### src/rtl/core/stbt_pkg.sv
// shared types and constants of the stopwatch timer bank
`default_nettype none

package stbt_pkg;

    // defaults of the top level parameters
    localparam int NUM_TIMERS_DEF = 16;
    localparam int TPS_DEF        = 60;

    // time conversion constants
    localparam int SECS_PER_MIN   = 60;
    localparam int MINS_PER_HOUR  = 60;
    localparam int CENTI          = 100;

    // output field widths
    localparam int HOURS_W        = 15;
    localparam int MINUTES_W      = 6;
    localparam int SECONDS_W      = 6;
    localparam int HUNDREDTHS_W   = 7;
    localparam logic [HOURS_W-1:0] HOURS_MAX = '1;

    // beats from the conversion input to its output register
    localparam int SPLIT_LAT      = 10;

    typedef enum logic [1:0] {
        OP_CLEAR = 2'd0,
        OP_START = 2'd1,
        OP_STOP  = 2'd2,
        OP_READ  = 2'd3
    } kind_t;

    typedef struct packed {
        kind_t       kind;
        logic [3:0]  timer_index;
        logic [31:0] user_ticks_now;
        logic [31:0] system_ticks_now;
        logic        give_named;
    } in_item_t;

    typedef struct packed {
        logic [HOURS_W-1:0]      user_hours;
        logic [MINUTES_W-1:0]    user_minutes;
        logic [SECONDS_W-1:0]    user_seconds;
        logic [HUNDREDTHS_W-1:0] user_hundredths;
        logic [HOURS_W-1:0]      sys_hours;
        logic [MINUTES_W-1:0]    sys_minutes;
        logic [SECONDS_W-1:0]    sys_seconds;
        logic [HUNDREDTHS_W-1:0] sys_hundredths;
        logic                    is_named;
    } out_item_t;

    // one timer entry of the bank
    typedef struct packed {
        logic [31:0] user_accum;
        logic [31:0] user_stamp;
        logic [31:0] sys_accum;
        logic [31:0] sys_stamp;
        logic        named;
    } row_t;

    // one accumulator split into clock fields
    typedef struct packed {
        logic [HOURS_W-1:0]      hours;
        logic [MINUTES_W-1:0]    minutes;
        logic [SECONDS_W-1:0]    seconds;
        logic [HUNDREDTHS_W-1:0] hundredths;
    } time_t;

endpackage

`default_nettype wire

### src/rtl/core/stbt_bank.sv
// timer entry store with registered read, write bypass and per entry valid bits
`default_nettype none

module stbt_bank #(
    parameter int NUM_TIMERS = stbt_pkg::NUM_TIMERS_DEF,
    parameter int ADDR_W     = (NUM_TIMERS > 1) ? $clog2(NUM_TIMERS) : 1
) (
    input  wire logic              aclk,
    input  wire logic              aresetn,
    input  wire logic              rd_en,
    input  wire logic [ADDR_W-1:0] rd_addr,
    input  wire logic              wr_en,
    input  wire logic [ADDR_W-1:0] wr_addr,
    input  wire stbt_pkg::row_t    wr_data,
    output stbt_pkg::row_t         rd_data
);

    import stbt_pkg::*;

    row_t                  mem [NUM_TIMERS];
    logic [NUM_TIMERS-1:0] valid_reg;
    row_t                  rd_row_reg;
    logic                  rd_valid_reg;
    logic                  bypass;

    assign bypass = wr_en && (wr_addr == rd_addr);

    always_ff @(posedge aclk) begin
        if (wr_en) begin
            mem[wr_addr] <= wr_data;
        end
    end

    always_ff @(posedge aclk) begin
        if (rd_en) begin
            rd_row_reg <= bypass ? wr_data : mem[rd_addr];
        end
    end

    // entries never written read as zero
    always_ff @(posedge aclk) begin
        if (!aresetn) begin
            valid_reg    <= '0;
            rd_valid_reg <= 1'b0;
        end else begin
            if (wr_en) begin
                valid_reg[wr_addr] <= 1'b1;
            end
            if (rd_en) begin
                rd_valid_reg <= bypass ? 1'b1 : valid_reg[rd_addr];
            end
        end
    end

    assign rd_data = rd_valid_reg ? rd_row_reg : '0;

endmodule

`default_nettype wire

### config.mk
export PLATFORM = sky130hd
export DESIGN_NAME = stbt_bank
export DESIGN_NICKNAME = d
export VERILOG_FILES = /design/src/rtl/core/stbt_pkg.sv /design/src/rtl/core/stbt_bank.sv
export SDC_FILE = /design/constraint.sdc
export NUM_CORES = 2
export LEC_CHECK = 0
export BUFFER_PORTS_ARGS = -buffer_cell sky130_fd_sc_hd__buf_2
export CAP_MARGIN = 0
export CORE_MARGIN = 3
export CORE_UTILIZATION = 45
export CTS_BUF_LIST = sky130_fd_sc_hd__clkbuf_4 sky130_fd_sc_hd__clkbuf_8 sky130_fd_sc_hd__clkbuf_16
export DETAILED_ROUTE_END_ITERATION = 6
export SLEW_MARGIN = 30
export SYNTH_ARGS = -nofsm -noshare
export SYNTH_HDL_FRONTEND = slang
export SYNTH_SLANG_ARGS = --single-unit
### constraint.sdc
create_clock -name aclk -period 27 [get_ports aclk]
set_clock_uncertainty 0.05 [all_clocks]
set_input_delay 8.1 -clock aclk [delete_from_list [all_inputs] [get_ports aclk]]
set_output_delay 8.1 -clock aclk [all_outputs]
set_load 0.03 [all_outputs]
==> summary.txt <==
Placed design
  • Placed cell areas: 0.08843 mm^2
  • Number of port buffers: 269
  • RePlAce Congestion: 0.7064
  • DP HPWL: 96.17 mm

Job
  • Max cap viols: 0

Route
  • Post-Route WL: 203.7 mm
  • Post-DR wirelength/cell: 30.55 um
  • DRT Pass-1 Iters: 5
  • Residual DRC: 0
  • ANT nets after route: 0
  • Total vias in the final route: 38965
  • Starting DRT DRC Count: 4055
  • Via-per-instance ratio: 5.843

Timing
  • Final period utilization: 0.4334
  • Slew Limit Headroom: 0.3280
  • Fmax: 85.47 MHz
  • Worst-Margin Slew: 1.008 ns
  • Final Hold Viols: 0
  • Fin. max-slew vios: 0
  • Setup TNS: 0 ns
  • RSZ-0062 raised after global routing: false
  • Final Critical Period: 11.70 ns
  • Final setup viols: 0

Yosys
  • Synth Area in Compound Gates: 0.02363
  • #FFs+latches synth: 2210
  • Synth warn: 0
  • Cells after synthesis: 3637
  • Area contributors post-synth: edfxtp_1 78%, mux4_2 14%, a22oi_1 2.2%
  • Simple-Gate Fraction of Synth Area: 0.01711
  • Area leader, netlist: edfxtp_1
  • Mapped cell area: 0.08403 mm^2
  • Sequential fraction of the synthesis area: 0.7877
  • Post-Synth XOR/XNOR Area: 0.0004169
  • Adder-Cell Fraction of Synth Area: 0
  • Largest family of logic cells by synthesized area: multiplexers
  • Count of cell types in the netlist: 25
  • Synth Area per Inst: 23.10 um^2
  • Multiplexer share of the synthesized area: 0.1589
  • Top cell type's share of synthesized area: 0.7837
  • Syn_nets: 3778

Clocking
  • Cts repair resizes: 0
  • Worst-Skew Late Latency: 0.82 ns
  • CTS tree: yes
  • Bufs on Longest Clock Path: 3
  • Clk pin slew, worst setup/hold paths: 0.06 ns
  • Post-CTS setup buffers: 0
  • Clk sinks: 2210
  • H-Tree Depth: 4
  • CTS Hold Bufs: 0
  • TritonCTS Buffers: 220
  • CTS Root Cell: clkbuf_16

Global route
  • Largest net degree at the start of global routing: 103
  • Gr ovfl total: 0
  • Initial antenna violation count: 56
  • Global-route wire length before repair: 296.4 mm
  • Vias in the first global route: 40908
  • Aggregate global-route resource usage: 0.2144

Setup path
  • Data arrival time of the worst path: 12.22 ns
  • Slowest-stage cell, CP: buf_4
  • Crit-path max cell delay: 0.79 ns
  • Crit-path cells: buf_8 > buf_16 > buf_6 > buf_4 > buf_4 > mux4_2 > a22oi_1 > nand2_1 > mux2_2
  • Setup crit start kind: input pin
  • CP required: 27.52 ns
  • Crit. End Element: flip-flop
  • Kind of critical path: in2reg
  • Reg2reg setup slack: 25.21 ns
  • Worst-path fanout max: 44
  • Most common cell on crit path: buf_4

Run status
  • Status: finished, final reports clean

Cells and area
  • Nets: 4144
  • Share of layout cells above drive strength 1: 0.3308
  • Largest register FFs: 2064
  • Area growth from synthesis to layout: 13.93%
  • Final instance area: 0.09573 mm^2

Die
  • # rows: 157
  • Die H: 438.1 um
  • Starting Density: 0.4560
  • Core area: 0.1843 mm^2
  • Die area: 0.1920 mm^2
  • Die width: 438.1 um
  • Ports: 270

Pwr
  • Power Density: 75.92 mW/mm^2
  • Peak supply drop: 0.05222 mV
  • Pleak: 30.85 nW

Hold path
  • Worst min path class: reg2reg
==> metrics by stage <==
stage,hold WS [ns],power (mW),setup WS [ns],cells,utilization
final,0.4153,7.268,15.30,6669,0.5196
after global routing,0.4285,7.507,14.87,6656,0.5194
after CTS,0.4133,7.341,14.93,6645,0.5189
after detailed placement,0.3978,4.338,14.04,6242,0.4799
after global placement,0.3912,4.330,14.04,6239,0.4794
after floorplan,0.3854,4.188,8.802,3637,-
==> cell type report <==
class / instances / area, um^2
flip-flops and latches: 2210 / 66200
diodes: 21 / 52.55
well taps: 2464 / 3083
repair buffers: 350 / 2273
clock inverters: 123 / 1125
clock buffers: 280 / 6045
fillers: 14411 / 88530
multi-input cells: 1221 / 16960
==> cell usage after synthesis <==
library cell	n
and2_1	131
buf_4	22
o41a_1	1
or3b_2	1
xor2_1	3
mux2_2	129
mux2i_1	19
nand3b_1	2
edfxtp_1	2193
nand2_1	127
buf_2	44
nor4_2	1
mux4_2	520
buf_1	22
nand2b_1	2
buf_6	15
xnor2_1	1
dfxtp_1	17
nand3_1	1
a22oi_1	246
o21a_1	17
nor2_1	13
nor3_1	4
nor2b_1	3
clkbuf_1	103
==> kinds of logic (layout without fill, tap and decap cells) <==
kind of cell	after synthesis	after routing
other cells	0	21
xor+xnor	4	4
compound gates	264	264
flops	2210	2210
buf+inv	206	753
simple gates	285	285
mux	668	668
==> worst max-delay path, delay by kind of cell <==
family          cells  cell delay (ns)
buf+inv             5             2.77
mux                 2             0.84
compound gates      1             0.22
simple gates        1             0.08
==> metal layers <==
layer,wire length (um),global-route usage,vias to the layer above
li1,-,-,16198
met1,82340,0.2819,21362
met2,106300,0.3752,1088
met3,10230,0.03281,303
met4,4760,0.05489,14
met5,76,0,-
==> report_power, final <==
| part | total [mW] | switching (mW) | internal (mW) | leakage, nW |
|---|---|---|---|---|
| clock network | 3.01 | 1.27 | 1.74 | 3.61 |
| registers | 3.89 | 0.0224 | 3.86 | 20.1 |
| logic | 0.372 | 0.224 | 0.147 | 7.17 |
| total | 7.27 | 1.51 | 5.75 | 30.8 |
==> cell usage in the layout, fill, tap and decap left out, types with 41 or more instances in the layout <==
master     instances
buf_4             56
mux4_2           520
clkbuf_4          53
clkinv_1          41
clkinv_2          47
mux2_2           129
a22oi_1          246
and2_1           130
nand2_1          127
edfxtp_1        2193
buf_2            266
clkbuf_16        224
==> worst paths after layout <==
kind / startpoint / to / cells past startpoint
worst max-delay path: rd_addr[0] / rd_row_reg[20] / 9
worst min register to register: valid_reg[5] / valid_reg[5] / 1
worst max register to register: mem[7][126] / rd_row_reg[126] / 4
worst min-delay path: valid_reg[5] / valid_reg[5] / 1
Note: power is estimated with default switching activity, not from simulation.
