`config.mk`:
```
export PLATFORM = sky130hd
export DESIGN_NAME = stbt_split
export DESIGN_NICKNAME = d
export VERILOG_FILES = /design/src/rtl/core/stbt_pkg.sv /design/src/rtl/core/stbt_cdiv.sv /design/src/rtl/core/stbt_split.sv
export SDC_FILE = /design/constraint.sdc
export NUM_CORES = 2
export LEC_CHECK = 0
export BUFFER_PORTS_ARGS = -buffer_cell sky130_fd_sc_hd__buf_2
export CAP_MARGIN = 10
export CORE_ASPECT_RATIO = 1.75
export CORE_MARGIN = 8
export CORE_UTILIZATION = 50
export DETAILED_ROUTE_END_ITERATION = 8
export PLACE_DENSITY_LB_ADDON = 0.08
export SYNTH_ARGS = -nofsm -noshare
export SYNTH_HDL_FRONTEND = slang
export SYNTH_HIERARCHICAL = 1
export SYNTH_SLANG_ARGS = --single-unit
```
`constraint.sdc`:
```
create_clock -name aclk -period 7.8 [get_ports aclk]
set_input_delay 1.56 -clock aclk [delete_from_list [all_inputs] [get_ports aclk]]
set_output_delay 1.56 -clock aclk [all_outputs]
set_load 0.03 [all_outputs]
```
`src/rtl/core/stbt_pkg.sv`:
```
// shared types and constants of the stopwatch timer bank
`default_nettype none

package stbt_pkg;

    // defaults of the top level parameters
    localparam int NUM_TIMERS_DEF = 16;
    localparam int TPS_DEF        = 60;

    // time conversion constants
    localparam int SECS_PER_MIN   = 60;
    localparam int MINS_PER_HOUR  = 60;
    localparam int CENTI          = 100;

    // output field widths
    localparam int HOURS_W        = 15;
    localparam int MINUTES_W      = 6;
    localparam int SECONDS_W      = 6;
    localparam int HUNDREDTHS_W   = 7;
    localparam logic [HOURS_W-1:0] HOURS_MAX = '1;

    // beats from the conversion input to its output register
    localparam int SPLIT_LAT      = 10;

    typedef enum logic [1:0] {
        OP_CLEAR = 2'd0,
        OP_START = 2'd1,
        OP_STOP  = 2'd2,
        OP_READ  = 2'd3
    } kind_t;

    typedef struct packed {
        kind_t       kind;
        logic [3:0]  timer_index;
        logic [31:0] user_ticks_now;
        logic [31:0] system_ticks_now;
        logic        give_named;
    } in_item_t;

    typedef struct packed {
        logic [HOURS_W-1:0]      user_hours;
        logic [MINUTES_W-1:0]    user_minutes;
        logic [SECONDS_W-1:0]    user_seconds;
        logic [HUNDREDTHS_W-1:0] user_hundredths;
        logic [HOURS_W-1:0]      sys_hours;
        logic [MINUTES_W-1:0]    sys_minutes;
        logic [SECONDS_W-1:0]    sys_seconds;
        logic [HUNDREDTHS_W-1:0] sys_hundredths;
        logic                    is_named;
    } out_item_t;

    // one timer entry of the bank
    typedef struct packed {
        logic [31:0] user_accum;
        logic [31:0] user_stamp;
        logic [31:0] sys_accum;
        logic [31:0] sys_stamp;
        logic        named;
    } row_t;

    // one accumulator split into clock fields
    typedef struct packed {
        logic [HOURS_W-1:0]      hours;
        logic [MINUTES_W-1:0]    minutes;
        logic [SECONDS_W-1:0]    seconds;
        logic [HUNDREDTHS_W-1:0] hundredths;
    } time_t;

endpackage

`default_nettype wire

```
`src/rtl/core/stbt_cdiv.sv`:
```
// three stage divider by a constant: reciprocal multiply, back multiply, one correction
`default_nettype none

module stbt_cdiv #(
    parameter int WIDTH   = 32,
    parameter int DIVISOR = 60,
    parameter int RW      = (DIVISOR > 1) ? $clog2(DIVISOR) : 1
) (
    input  wire logic             aclk,
    input  wire logic             en,
    input  wire logic [WIDTH-1:0] dividend,
    output logic      [WIDTH-1:0] quotient,
    output logic      [RW-1:0]    remainder
);

    // floor(2^32 / divisor), held to 32 bits; estimate is the quotient or one short
    localparam longint unsigned RECIP_FULL = 64'h1_0000_0000 / DIVISOR;
    localparam logic [31:0] RECIP =
        (RECIP_FULL > 64'h0_FFFF_FFFF) ? 32'hFFFF_FFFF : 32'(RECIP_FULL);
    localparam logic [WIDTH-1:0] DIV_W = WIDTH'(DIVISOR);

    logic [WIDTH+31:0] prod;
    logic [WIDTH-1:0]  x_a_reg;
    logic [WIDTH-1:0]  q_a_reg;
    logic [WIDTH-1:0]  x_b_reg;
    logic [WIDTH-1:0]  q_b_reg;
    logic [WIDTH-1:0]  qd_b_reg;
    logic [WIDTH-1:0]  diff;
    logic              fix;
    logic [WIDTH-1:0]  quotient_reg;
    logic [RW-1:0]     remainder_reg;

    assign prod = (WIDTH+32)'(dividend) * (WIDTH+32)'(RECIP);

    always_ff @(posedge aclk) begin
        if (en) begin
            x_a_reg <= dividend;
            q_a_reg <= prod[WIDTH+31:32];
        end
    end

    always_ff @(posedge aclk) begin
        if (en) begin
            x_b_reg  <= x_a_reg;
            q_b_reg  <= q_a_reg;
            qd_b_reg <= q_a_reg * DIV_W;
        end
    end

    // remainder stays below twice the divisor
    assign diff = x_b_reg - qd_b_reg;
    assign fix  = (diff >= DIV_W);

    always_ff @(posedge aclk) begin
        if (en) begin
            quotient_reg  <= q_b_reg + WIDTH'(fix);
            remainder_reg <= fix ? RW'(diff - DIV_W) : RW'(diff);
        end
    end

    assign quotient  = quotient_reg;
    assign remainder = remainder_reg;

endmodule

`default_nettype wire

```
`src/rtl/core/stbt_split.sv`:
```
// pipelined conversion of a tick count to hours, minutes, seconds and hundredths
`default_nettype none

module stbt_split #(
    parameter int TICKS_PER_SECOND = stbt_pkg::TPS_DEF
) (
    input  wire logic          aclk,
    input  wire logic          en,
    input  wire logic [31:0]   ticks,
    output stbt_pkg::time_t    tm
);

    import stbt_pkg::*;

    localparam int TPS_RW = (TICKS_PER_SECOND > 1) ? $clog2(TICKS_PER_SECOND) : 1;
    localparam int HIN_W  = $clog2(TICKS_PER_SECOND * CENTI + 1);
    localparam logic [HIN_W-1:0] HALF  = HIN_W'(TICKS_PER_SECOND / 2);
    localparam logic [HIN_W-1:0] HUNDR = HIN_W'(CENTI);

    logic [31:0]             secs;
    logic [TPS_RW-1:0]       frac;
    logic [31:0]             mins;
    logic [MINUTES_W-1:0]    sec_part;
    logic [31:0]             hrs;
    logic [MINUTES_W-1:0]    min_part;
    logic [HIN_W-1:0]        hin_reg;
    logic [HIN_W-1:0]        hund_q;
    logic [5:0]              unused_rem;
    logic [SECONDS_W-1:0]    sec_d_reg [3];
    logic [HUNDREDTHS_W-1:0] hund_d_reg [2];
    time_t                   tm_reg;
    logic [TPS_RW-1:0]       hund_rem;

    // ticks to whole seconds and leftover ticks
    stbt_cdiv #(.WIDTH(32), .DIVISOR(TICKS_PER_SECOND)) u_div_tick (
        .aclk      (aclk),
        .en        (en),
        .dividend  (ticks),
        .quotient  (secs),
        .remainder (frac)
    );

    // seconds to minutes
    stbt_cdiv #(.WIDTH(32), .DIVISOR(SECS_PER_MIN), .RW(SECONDS_W)) u_div_sec (
        .aclk      (aclk),
        .en        (en),
        .dividend  (secs),
        .quotient  (mins),
        .remainder (sec_part)
    );

    // minutes to hours
    stbt_cdiv #(.WIDTH(32), .DIVISOR(MINS_PER_HOUR), .RW(MINUTES_W)) u_div_min (
        .aclk      (aclk),
        .en        (en),
        .dividend  (mins),
        .quotient  (hrs),
        .remainder (min_part)
    );

    // rounded hundredths of the leftover ticks
    always_ff @(posedge aclk) begin
        if (en) begin
            hin_reg <= HIN_W'(HIN_W'(frac) * HUNDR + HALF);
        end
    end

    stbt_cdiv #(.WIDTH(HIN_W), .DIVISOR(TICKS_PER_SECOND)) u_div_hund (
        .aclk      (aclk),
        .en        (en),
        .dividend  (hin_reg),
        .quotient  (hund_q),
        .remainder (hund_rem)
    );

    assign unused_rem = 6'(hund_rem);

    // line up seconds and hundredths with the hours divider
    always_ff @(posedge aclk) begin
        if (en) begin
            sec_d_reg[0]  <= sec_part;
            sec_d_reg[1]  <= sec_d_reg[0];
            sec_d_reg[2]  <= sec_d_reg[1];
            hund_d_reg[0] <= HUNDREDTHS_W'(hund_q);
            hund_d_reg[1] <= hund_d_reg[0];
        end
    end

    // output register, hours saturate
    always_ff @(posedge aclk) begin
        if (en) begin
            tm_reg.hours      <= (hrs > 32'(HOURS_MAX)) ? HOURS_MAX : HOURS_W'(hrs);
            tm_reg.minutes    <= min_part;
            tm_reg.seconds    <= sec_d_reg[2];
            tm_reg.hundredths <= hund_d_reg[1] | HUNDREDTHS_W'(unused_rem & 6'd0);
        end
    end

    assign tm = tm_reg;

endmodule

`default_nettype wire

```
==> impl_results.md <==
- Status: completed
- Residual DRC: 0
- CTS tree: yes
- Hold path depth: 0
- Register area: 20400 um2
- Multi-input combinational cell area: 35400 um2
- Post-CTS sizing: 0
- Final WL: 149000 um
- Synthesis-to-layout area growth: 7.90%
- Worst r2r dst: u_div_min/q_a_reg[23]
- Longest Clk Path Bufs: 3
- Hold_sp: u_div_hund/x_a_reg[10]
- Slew Limit Fails: 0
- CP arrival: 7770 ps
- Most frequent CP cell: fa_1
- GP Congestion: 0.921
- DIE HEIGHT: 473 um
- Number of global-route vias before repair: 42100
- Bufs and invs on worst path: 3
- DIE AREA: 131000 um2
- DR WL/cell: 21.4 um
- CP required: 8200 ps
- Skew-Pair Late Insertion Delay: 670 ps
- Mapped Cells: 5228
- Iteration count of the initial detailed-routing pass: 5
- Worst Setup Start Kind: input pin
- Fmax: 136 MHz
- Via count: 38700
- Initial antenna violation count: 1
- Share of layout cells above drive strength 1: 5.58%
- Largest net degree at the start of global routing: 166
- Detailed router's first-iteration violation count: 1584
- Final period util: 94.5%
- Endpoints failing setup: 0
- Crit Reg-Reg Startpoint: u_div_sec/quotient[7]
- Global route overflow: 0
- Layout Nets: 6834
- Post-CTS setup buffers: 0
- Input/output buffers: 67
- Hold WC Path Type: flip-flop to flip-flop
- Clk pin slew, worst setup/hold paths: 70 ps
- CTS HTree Levels: 3
- Worst Tran Pin Value: 1290 ps
- Total Neg Setup Slack: 0 ps
- Core Area: 118000 um2
- Dpl hpwl: 125000 um
- Critical Path Slowest Stage Cell: fa_1
- Unrepaired setup endpoints after global routing: no
- Hold EP: u_div_hund/x_b_reg[10]
- Max reg flops: 34
- Crit-path leading delay family: adder cells
- Worst Skew: 37.0 ps
- Crit-path max FO: 3
- First-pass GRT wire length: 229000 um
- Tot GR Track Use: 22.7%
- CTS Hold Bufs: 0
- Mapped cell area: 59600 um2
- Via/cell ratio: 5.56
- Syn avg cell area: 11.4 um2
- Max-Cap Viols: 0
- Die W: 277 um
- Routed Antenna Nets: 0
- CTS sink count: 678
- Worst path max stage delay: 560 ps
- Total CTS buffers: 69
- Synth warn: 6
- Final hold vios: 0
- Kind of end point of the critical path: flip-flop
- Filler cells: 10400
- Root Buffer: clkbuf_16
- Kind of critical path: input pin to flip-flop
- Register-to-register setup slack: 890 ps
- Slew margin rel.: 12.7%
- Final Critical Period: 7370 ps
- Worst r2r path cells: 21
- Rows: 167
- Crit path cell chain: buf_2, ha_1, xor2_1, ha_1, or2_2, fa_1, inv_1, fa_1, fa_1, fa_1, inv_1, ha_1, a21o_1, a21o_1, a21o_1, a221o_1, a221oi_1, o221ai_1, a31oi_1, o21ai_1, a21boi_0, o21bai_1, xor2_1
- I/O pin count: 68
- Starting Density: 50.4%
-- worst register-to-register path, stage by stage (launching register included) --
cell and delay [ps]:
edfxtp_1 520, ha_1 400, inv_1 100, fa_1 590, inv_1 80, fa_1 500, inv_1 70, fa_1 500
fa_1 520, fa_1 540, inv_1 40, ha_1 290, a21o_1 160, a21o_1 170, a21oi_1 230, o22ai_1 170
o31ai_1 390, a21oi_1 230, o21ai_1 300, a211oi_1 200, o311a_1 330, a311o_1 310
-- cells in the final DEF, fill, tap and decap left out, types with 123 or more instances in the layout --
cell / count
xnor2_1: 189
nand2_1: 181
a21o_1: 123
nor2_1: 206
edfxtp_1: 678
ha_1: 917
inv_1: 945
fa_1: 505
a21oi_1: 244
o21ai_0: 124
-- layout make-up --
| type | instances | share of cell area (%) |
|---|---|---|
| Timing Repair Buffer | 114 | 1.16 |
| Inverter | 945 | 5.52 |
| Antenna cell | 2 | 0.00779 |
| Tap cell | 1521 | 2.96 |
| Clock buffer | 80 | 2.88 |
| Clock inverter | 46 | 0.658 |
| Sequential cell | 678 | 31.7 |
| Multi-Input combinational cell | 3570 | 55.1 |
-- worst max path at each step --
stage	from	to	slack, ps	cells after the start
after floorplan	ticks[4]	u_div_tick/q_a_reg[23]	410	22
after global placement	ticks[4]	u_div_tick/q_a_reg[23]	-220	23
after detailed placement	ticks[4]	u_div_tick/q_a_reg[23]	-240	23
after CTS	ticks[4]	u_div_tick/q_a_reg[23]	460	23
after global routing	ticks[4]	u_div_tick/q_a_reg[23]	160	23
final	ticks[4]	u_div_tick/q_a_reg[23]	430	23
-- routing by layer --
layer  up-vias  GRT usage (%)  part of all wire (%)
li1      18600              -                     -
met1     19100           19.2                    31
met2       636           48.7                    60
met3       358           2.09                   2.1
met4         0           14.2                   7.1
met5         -              0                     0
-- per-stage QoR --
stage               utilization, %  std cells  hold slack, ps  worst slack (ps)  cell area [um2]
floorplan                        -       5243             400               409            59600
global placement              52.4       6828             400              -221            62000
detailed placement            52.4       6828             405              -235            62000
CTS                           54.4       6954             404               464            64300
global route                  54.4       6955             418               159            64300
finish                        54.4       6956             402               430            64300
Power is left out: the tool's default activity adds up to more than one toggle a clock period on the data nets, which glitch-free logic cannot reach.
